**src/hdl/cra_pkg.sv**
```systemverilog
// Shared constants for the contiguous run allocator: field widths,
// word layout and result status codes. No dependencies.
package cra_pkg;

   localparam int ZONE_W      = 2;
   localparam int COUNT_W     = 5;
   localparam int OWNER_IN_W  = 16;
   localparam int OWNER_MAX_W = 32;
   localparam int SEAT_W      = 7;
   localparam int STATUS_W    = 2;
   localparam int FREE_OUT_W  = 8;
   localparam int REQ_DATA_W  = 32;
   localparam int RSP_DATA_W  = 24;

   // Reciprocal shift for dividing a seat number by the row length.
   localparam int DIV_SHIFT   = 2 * SEAT_W;

   localparam logic [STATUS_W-1:0] ST_DONE  = 2'd0;
   localparam logic [STATUS_W-1:0] ST_FEW   = 2'd1;
   localparam logic [STATUS_W-1:0] ST_NORUN = 2'd2;
   localparam logic [STATUS_W-1:0] ST_BAD   = 2'd3;

   localparam logic [ZONE_W-1:0] ZONE_A = 2'd0;
   localparam logic [ZONE_W-1:0] ZONE_B = 2'd1;
   localparam logic [ZONE_W-1:0] ZONE_C = 2'd2;

   localparam logic ACT_RESERVE = 1'b0;
   localparam logic ACT_RELEASE = 1'b1;

endpackage

```
**src/hdl/cra_run_find.sv**
```systemverilog
// First-fit run detector over one row of slots: finds the lowest start of
// a run of the requested length of free slots. Uses cra_pkg.
module cra_run_find #(
   parameter int SLOTS = 16
) (
   input  logic [SLOTS-1:0]                  free_bits,
   input  logic [cra_pkg::COUNT_W-1:0]       count,
   output logic                              found,
   output logic [$clog2(SLOTS)-1:0]          start
);

   import cra_pkg::*;

   localparam int CW = $clog2(SLOTS);

   logic [SLOTS-1:0] len_mask;
   logic [SLOTS-1:0] window;

   always_comb begin
      for (int j = 0; j < SLOTS; j++) begin
         len_mask[j] = (j < int'(count));
      end
   end

   // Walk from the top so the lowest fitting start wins.
   always_comb begin
      found  = 1'b0;
      start  = '0;
      window = '0;
      for (int s = SLOTS - 1; s >= 0; s--) begin
         window = len_mask << s;
         if ((s + int'(count) <= SLOTS) && ((window & ~free_bits) == '0)) begin
            found = 1'b1;
            start = CW'(s);
         end
      end
   end

endmodule

```
**config.mk**
```make
export PLATFORM = sky130hd
export DESIGN_NAME = cra_run_find
export DESIGN_NICKNAME = d
export VERILOG_FILES = /design/src/hdl/cra_pkg.sv /design/src/hdl/cra_run_find.sv
export SDC_FILE = /design/constraint.sdc
export NUM_CORES = 1
export LEC_CHECK = 0
export BUFFER_PORTS_ARGS = -buffer_cell sky130_fd_sc_hd__buf_4
export CORE_MARGIN = 1
export CORE_UTILIZATION = 60
export DETAILED_ROUTE_END_ITERATION = 10
export PLACE_DENSITY = 0.84
export SYNTH_ARGS = -nofsm -noshare
export SYNTH_HDL_FRONTEND = slang
export SYNTH_SLANG_ARGS = --single-unit
```
**constraint.sdc**
```tcl
create_clock -name vclk -period 2.8
set_clock_uncertainty 0.1 [all_clocks]
set_input_delay 0.28 -clock vclk [all_inputs]
set_output_delay 0.28 -clock vclk [all_outputs]
set_load 0.1 [all_outputs]
```
==> key figures, run 1 <==
Status
  – Outcome: did not finish
  – Stop stage: 5_1_grt
  – Run Error: [ERROR DPL-0038] Utilization greater than 100%, impossible to legalize

Die
  – Overall die width: 52.83 um
  – Row Count: 18
  – # IOs: 26
  – DIE HEIGHT: 52.83 um
  – Initial Utilization: 63.15%

Placement
  – Port bufs: 26
  – RePlAce Congestion: 1.012
  – Post-DP HPWL: 4935 um
  – Post-placement cell count: 329

GRT
  – Largest net degree at the start of global routing: 17

Logic synthesis
  – Mapped Avg Cell Area: 6.380 um2
  – Mapped Area: 0.001550 mm2
  – Synthesized netlist cell count: 243
  – Cell variety after synth: 66
  – Ys Warns: 0
  – Seq/Total Area, Yosys: 0%
  – Syn nets: 264

Timing
  – WEP type: primary output
  – Grt repair worst endpoint: start[1]

Clock tree
  – Setup bufs post-CTS: 0
  – Post-CTS Hold Fix Bufs: 0
==> cell families after synthesis <==
kind of cell	share of synthesized area, %
fa+ha+maj	1.291
buf+inv	11.46
compound gates	51.82
simple gates	35.43
==> per-stage QoR <==
stage	setup WS, ns	area (um2)
2_1_floorplan	-0.1697	1565
3_3_place_gp	-0.09364	2100
3_5_place_dp	-0.1268	2100
4_1_cts	0.002949	2163
==> what timing repair did <==
action / 4_1_cts
gates resized for setup: 15
setup endpoints to repair: 5
pin swaps: 4
==> cells in the mapped netlist (3+ instances only) <==
cell	number	area, um2
o221ai_1	7	61.31
nor2_1	23	86.33
nand2b_1	6	37.54
buf_6	3	33.78
or2_2	3	18.77
nor3_1	7	35.03
a211oi_1	4	30.03
nand4_1	3	18.77
buf_4	3	22.52
a2bb2oi_1	5	43.79
clkbuf_1	15	56.30
nand3_1	6	30.03
nand2_1	17	63.81
nor4_1	6	37.54
o22ai_1	16	100.1
o22a_1	3	26.28
inv_1	7	26.28
o21ai_0	16	80.08
a21oi_1	19	95.09
buf_2	6	30.03
and2_1	4	25.02
or4_4	3	33.78
==> inputs of run 2 (changes only) <==
CORE_UTILIZATION = 40   (was 60)
PLACE_DENSITY = default   (was 0.84)
PLACE_DENSITY_LB_ADDON = 0.15   (was default)
==> run 2 against run 1 <==
  * Area after synthesis unchanged
  * The flow now finishes, with violations (setup timing)
  * Synthesized cell count stayed put
==> key figures, run 2 <==
Status
  – Outcome: finished with violations (was did not finish)
  – Failing checks: setup timing

Logic synthesis
  – Cell variety after synth: 66 (unchanged)
  – Biggest area consumer among synthesized cells: o22ai_1 (unchanged)
  – Synthesized netlist cell count: 243 (unchanged)
  – Commonest cells in the netlist: 23 x nor2_1, 19 x a21oi_1, 17 x nand2_1 (unchanged)
  – Top-count cell post-synth: nor2_1 (unchanged)
  – Mapped Avg Cell Area: 6.380 um2 (unchanged)
  – Largest cells by area after synthesis: o22ai_1 6.5%, a21oi_1 6.1%, nor2_1 5.6% (unchanged)
  – Seq/Total Area, Yosys: 0% (unchanged)
  – Mapped Area: 0.001550 mm2 (unchanged)
  – Share of the synthesized area in the top cell type: 6.457% (unchanged)
  – Syn nets: 264 (unchanged)
  – Ys Warns: 0 (unchanged)

Finish
  – Commonest non-fill, non-tap cell in the layout: buf_4
  – Share of post-route cells with drive strength above 1: 41.88%
  – # diodes: 0
  – # nets final: 331
  – Most frequent cells in the layout: 81 x buf_4, 22 x nor2_1, 19 x a21oi_1
  – CLK BUF: 0
  – Filler cells: 348
  – Area grow syn2layout: 53.83%
  – Seq Cell Count: 0
  – Post-layout util: 64.65%
  – Register Area: 0 um2
  – Post-route design area: 0.002385 mm2

Die
  – Overall die width: 64.26 um (was 52.83 um)
  – DIE AREA: 0.004129 mm2
  – Initial Utilization: 42.03% (was 63.15%)
  – Core Region: 0.003689 mm2
  – # IOs: 26 (unchanged)
  – DIE HEIGHT: 64.26 um (was 52.83 um)
  – Row Count: 22 (was 18)

Setup path
  – Max Fanout on Critical Path: 11
  – Worst EP arrival: 2.42 ns
  – CP Buf/Inv Count: 2
  – Crit Path Class: in -> out
  – Data required, critical path: 2.42 ns
  – Startpoint Class: input port
  – Delay-heaviest family, CP: simple AND/OR/NAND/NOR gates
  – CP peak stage delay: 0.57 ns
  – Slowest CP cell: or4_4
  – Cell chain of the critical path: buf_8, or3_4, nor2_8, o22ai_1, or4_4, o221a_1, o31a_2, buf_12
  – Worst Setup End Kind: primary output

Min path
  – Min-delay worst type: in -> out
  – Hold Crit Depth: 7
  – Min-Delay Endpoint: start[1]
  – Min-delay src: free_bits[0]

Power
  – Pwr/cell area: 176.2 mW/mm2
  – VDD IR-drop max: 0.00009444 V
  – Pleak: 1.012 nW

Timing
  – Setup_tns: -0.002115 ns
  – Max Slew Vio Count: 0
  – Max_slew headroom: 66.97%
  – Period utilization: 100.1%
  – Post-route setup slack: -0.002115 ns
  – Final hold vios: 0
  – Actual slew at the worst max-slew pin: 0.4954 ns
  – RSZ-0062 raised after global routing: true
  – Min Clock Period, post-route: 2.802 ns
  – Final Setup Violations: 1
  – Fmax: 0.3569 GHz

Detailed routing
  – Wire per inst: 18.35 um
  – Drt first pass iters: 5
  – DR vias/cell: 6.663
  – First DRT Iteration DRCs: 390
  – # DRC: 0
  – Routed wire length: 6531 um
  – Post-DRT Antenna Nets: 0
  – Vias post-DR: 2372

GRT
  – Initial antenna violation count: 0
  – First-pass GRT wire length: 10740 um
  – Vias in the first global route: 2207
  – GRT overflow: 0
  – Largest net degree at the start of global routing: 17
  – All-layer global routing usage: 32.36%

Placement
  – Port bufs: 26 (unchanged)
  – RePlAce Congestion: 0.9939 (was 1.012)
  – Cell Area, Placed: 0.002185 mm2 (was 0.002100 mm2)
  – Pre-CTS WS: -0.1163 ns (was -0.1268 ns)
  – Post-DP HPWL: 4931 um (was 4935 um)

Job
  – Max-Cap Viols: 0
-- run 2: cell counts after synthesis --
Identical to the previous run, type by type.
-- run 2: cells by family after synthesis --
| logic type | synth area share (%) |
|---|---|
| compound gates | 51.82 |
| simple gates | 35.43 |
| buf+inv | 11.46 |
| fa+ha+maj | 1.291 |
-- run 2: tightest hold or removal path, stage by stage --
cell and delay [ns]:
buf_4 0.07, nor2_1 0.03, nor2_1 0.09, and3_4 0.20, nor2_1 0.04, o31a_2 0.12
buf_12 0.16
-- run 2: how the worst max path moves through the flow --
stage	startpoint	end	slack [ns]	cells past startpoint
finish	count[2]	start[0]	-0.002	8
CTS	count[2]	start[0]	0.01	8
detailed placement	count[1]	start[0]	-0.12	11
global placement	count[1]	start[0]	-0.15	8
floorplan	count[4]	found	-0.17	9
global route	count[2]	start[1]	-0.05	9
-- run 2: layout make-up --
cell class                 count  area [um2]  share of cell area [%]
tap                           48       60.06                   2.518
multi-input combinational    207        1490                   62.49
inverter                       8       31.28                   1.312
timing repair buffer          93       803.3                   33.68
-- run 2: through the flow --
stage / hold WS, ns / std cells / power, W
4_1_cts: 1.184 / 356 / 0.0004001
3_5_place_dp: 1.222 / 352 / 0.0003779
3_3_place_gp: 1.218 / 352 / 0.0003785
2_1_floorplan: 1.043 / 243 / 0.0002364
6_report: 1.186 / 356 / 0.0004203
5_1_grt: 1.222 / 356 / 0.0004425
-- run 2: report_power, final --
| part | internal [W] | switching [W] | leakage [nW] |
|---|---|---|---|
| Combinational | 0.000178 | 0.000243 | 1.01 |
| Sequential | 0 | 0 | 0 |
| Clock | 0 | 0 | 0 |
-- run 2: routing by layer --
metal  up-vias  share of wire, %  track usage, %
li1       1086                 -               -
met1      1076                41           43.91
met2       175                43           51.32
met3        35                12           3.750
met4         0               4.2           12.78
met5         -                 0               0
-- run 2: repair_timing --
action | in CTS | in global routing
hold endpoints to repair | 0 | 0
endpoints found under the setup margin | 5 | 5
pin swaps | 8 | 3
gates resized for setup | 19 | 16
buffers inserted | 4 | 0
hold buffers | 0 | 0
No activity file was read; power rests on OpenSTA's default activity.
==> inputs of run 3 (changes only) <==
MAX_ROUTING_LAYER = met4   (was default)
RECOVER_POWER = 100   (was default)
==> run 3 against run 2 <==
  * The run now ends clean
  * Global-route usage grew 3.2 points
  * Total power hardly changed
  * Combinational power about the same
  * Critical endpoint unchanged
  * Largest power group unchanged
==> key figures, run 3 (synthesis results as in run 2) <==
Detailed routing
  – Vias post-DR: 2397 (was 2372)
  – DR vias/cell: 6.696 (was 6.663)
  – Drt first pass iters: 5 (unchanged)
  – First DRT Iteration DRCs: 346 (was 390)
  – Post-DRT Antenna Nets: 0 (unchanged)
  – # DRC: 0 (unchanged)
  – Routed wire length: 6908 um (was 6531 um)
  – Wire per inst: 19.30 um (was 18.35 um)

Setup path
  – Data required, critical path: 2.42 ns (about the same)
  – Startpoint Class: input port (unchanged)
  – Worst EP arrival: 2.42 ns (about the same)
  – CP Buf/Inv Count: 2 (unchanged)
  – Slowest CP cell: or4_4 (unchanged)
  – Delay-heaviest family, CP: simple AND/OR/NAND/NOR gates (unchanged)
  – Crit Path Class: in -> out (unchanged)
  – CP peak stage delay: 0.50 ns (was 0.57 ns)
  – Worst Setup End Kind: primary output (unchanged)
  – Cell chain of the critical path: buf_8, or3_4, nor2_8, o22ai_1, or4_4, o221a_1, o31a_2, buf_12 (unchanged)
  – Max Fanout on Critical Path: 11 (unchanged)

Timing
  – Final hold vios: 0 (unchanged)
  – Setup_tns: 0 ns (was -0.002115 ns)
  – Post-route setup slack: 0.0008087 ns (was -0.002115 ns)
  – Min Clock Period, post-route: 2.799 ns (was 2.802 ns)
  – Fmax: 0.3572 GHz (was 0.3569 GHz)
  – RSZ-0062 raised after global routing: true (unchanged)
  – Hold WS: 1.201 ns (was 1.186 ns)
  – Period utilization: 99.97% (was 100.1%)
  – Max_slew headroom: 65.87% (was 66.97%)
  – Max Slew Vio Count: 0 (unchanged)
  – Actual slew at the worst max-slew pin: 0.5120 ns (was 0.4954 ns)
  – Final Setup Violations: 0 (was 1)

Finish
  – Commonest non-fill, non-tap cell in the layout: buf_4 (unchanged)
  – Area grow syn2layout: 52.38% (was 53.83%)
  – # nets final: 333 (was 331)
  – Non-Filler Instances: 358 (was 356)
  – Post-layout util: 64.04% (was 64.65%)
  – Register Area: 0 um2 (unchanged)
  – # diodes: 0 (unchanged)
  – Area of the multi-input gates: 0.001481 mm2 (was 0.001490 mm2)
  – Share of post-route cells with drive strength above 1: 42.26% (was 41.88%)
  – Most frequent cells in the layout: 85 x buf_4, 22 x nor2_1, 18 x a21oi_1 (was 81 x buf_4, 22 x nor2_1, 19 x a21oi_1)
  – Seq Cell Count: 0 (unchanged)
  – CLK BUF: 0 (unchanged)
  – Filler cells: 352 (was 348)

Die
  – Core Region: 0.003689 mm2 (unchanged)
  – Initial Utilization: 42.03% (unchanged)
  – Row Count: 22 (unchanged)
  – DIE AREA: 0.004129 mm2 (unchanged)
  – Overall die width: 64.26 um (unchanged)
  – DIE HEIGHT: 64.26 um (unchanged)
  – # IOs: 26 (unchanged)

Job
  – Max-Cap Viols: 0 (unchanged)

Placement
  – Pre-CTS WS: -0.1826 ns (was -0.1163 ns)
  – Post-DP HPWL: 5065 um (was 4931 um)
  – Post-placement cell count: 354 (was 352)
  – Port bufs: 26 (unchanged)
  – RePlAce Congestion: 1.049 (was 0.9939)

Min path
  – Min-delay worst type: in -> out (unchanged)

Status
  – Outcome: finished clean (was finished with violations)

Power
  – Pwr/cell area: 177.8 mW/mm2 (was 176.2 mW/mm2)
  – VDD IR-drop max: 0.0001043 V (was 0.00009444 V)
  – Pleak: 1.010 nW (was 1.012 nW)

GRT
  – Largest net degree at the start of global routing: 17 (unchanged)
  – Vias in the first global route: 2349 (was 2207)
  – GRT overflow: 0 (unchanged)
  – All-layer global routing usage: 35.52% (was 32.36%)
  – First-pass GRT wire length: 11300 um (was 10740 um)
  – Initial antenna violation count: 0 (unchanged)

Clock tree
  – Post-CTS Hold Fix Bufs: 0 (unchanged)
## run 3: changes by cell type in the layout (fill, tap and decap cells not counted), sizes merged
cell and delta:
buf +2
## run 3: stage by stage
step           total power (W)  instance area, um2
4_1_cts              0.0003964                2285
6_report             0.0004200                2362
3_3_place_gp         0.0003747                2175
5_1_grt              0.0004437                2362
3_5_place_dp         0.0003772                2175
2_1_floorplan        0.0002364                1565
## run 3: where the power goes
part	internal [W]	switching, W	leakage [nW]	total, W
clock	0	0	0	0
sequential	0	0	0	0
combinational	0.000175	0.000245	1.01	0.000420
## run 3: layout make-up
cell class         instances  area share [%]
multi-input cells        207           62.71
inverters                  8           1.324
well taps                 48           2.542
repair buffers            95           33.42
## run 3: path summary, 6_finish.rpt
kind                      from  endpoint  slack (ns)  depth (start not counted)
setup / recovery      count[2]  start[0]      0.0008                          8
hold / removal    free_bits[0]  start[0]        1.20                          7
## run 3: layer usage
metal  track usage (%)  wire [um]  up-vias
met5                 -          0        -
met4             16.39        274        0
met3             5.000        746       36
met2             55.53       3051      164
met1             44.75       2836     1110
li1                  -          -     1087
## run 3: repair_timing
item	4_1_cts	5_1_grt
setup buffers	3	1
pin swaps	4	6
endpoints found under the setup margin	5	5
endpoints found under the hold margin	0	0
resized for setup	19	19
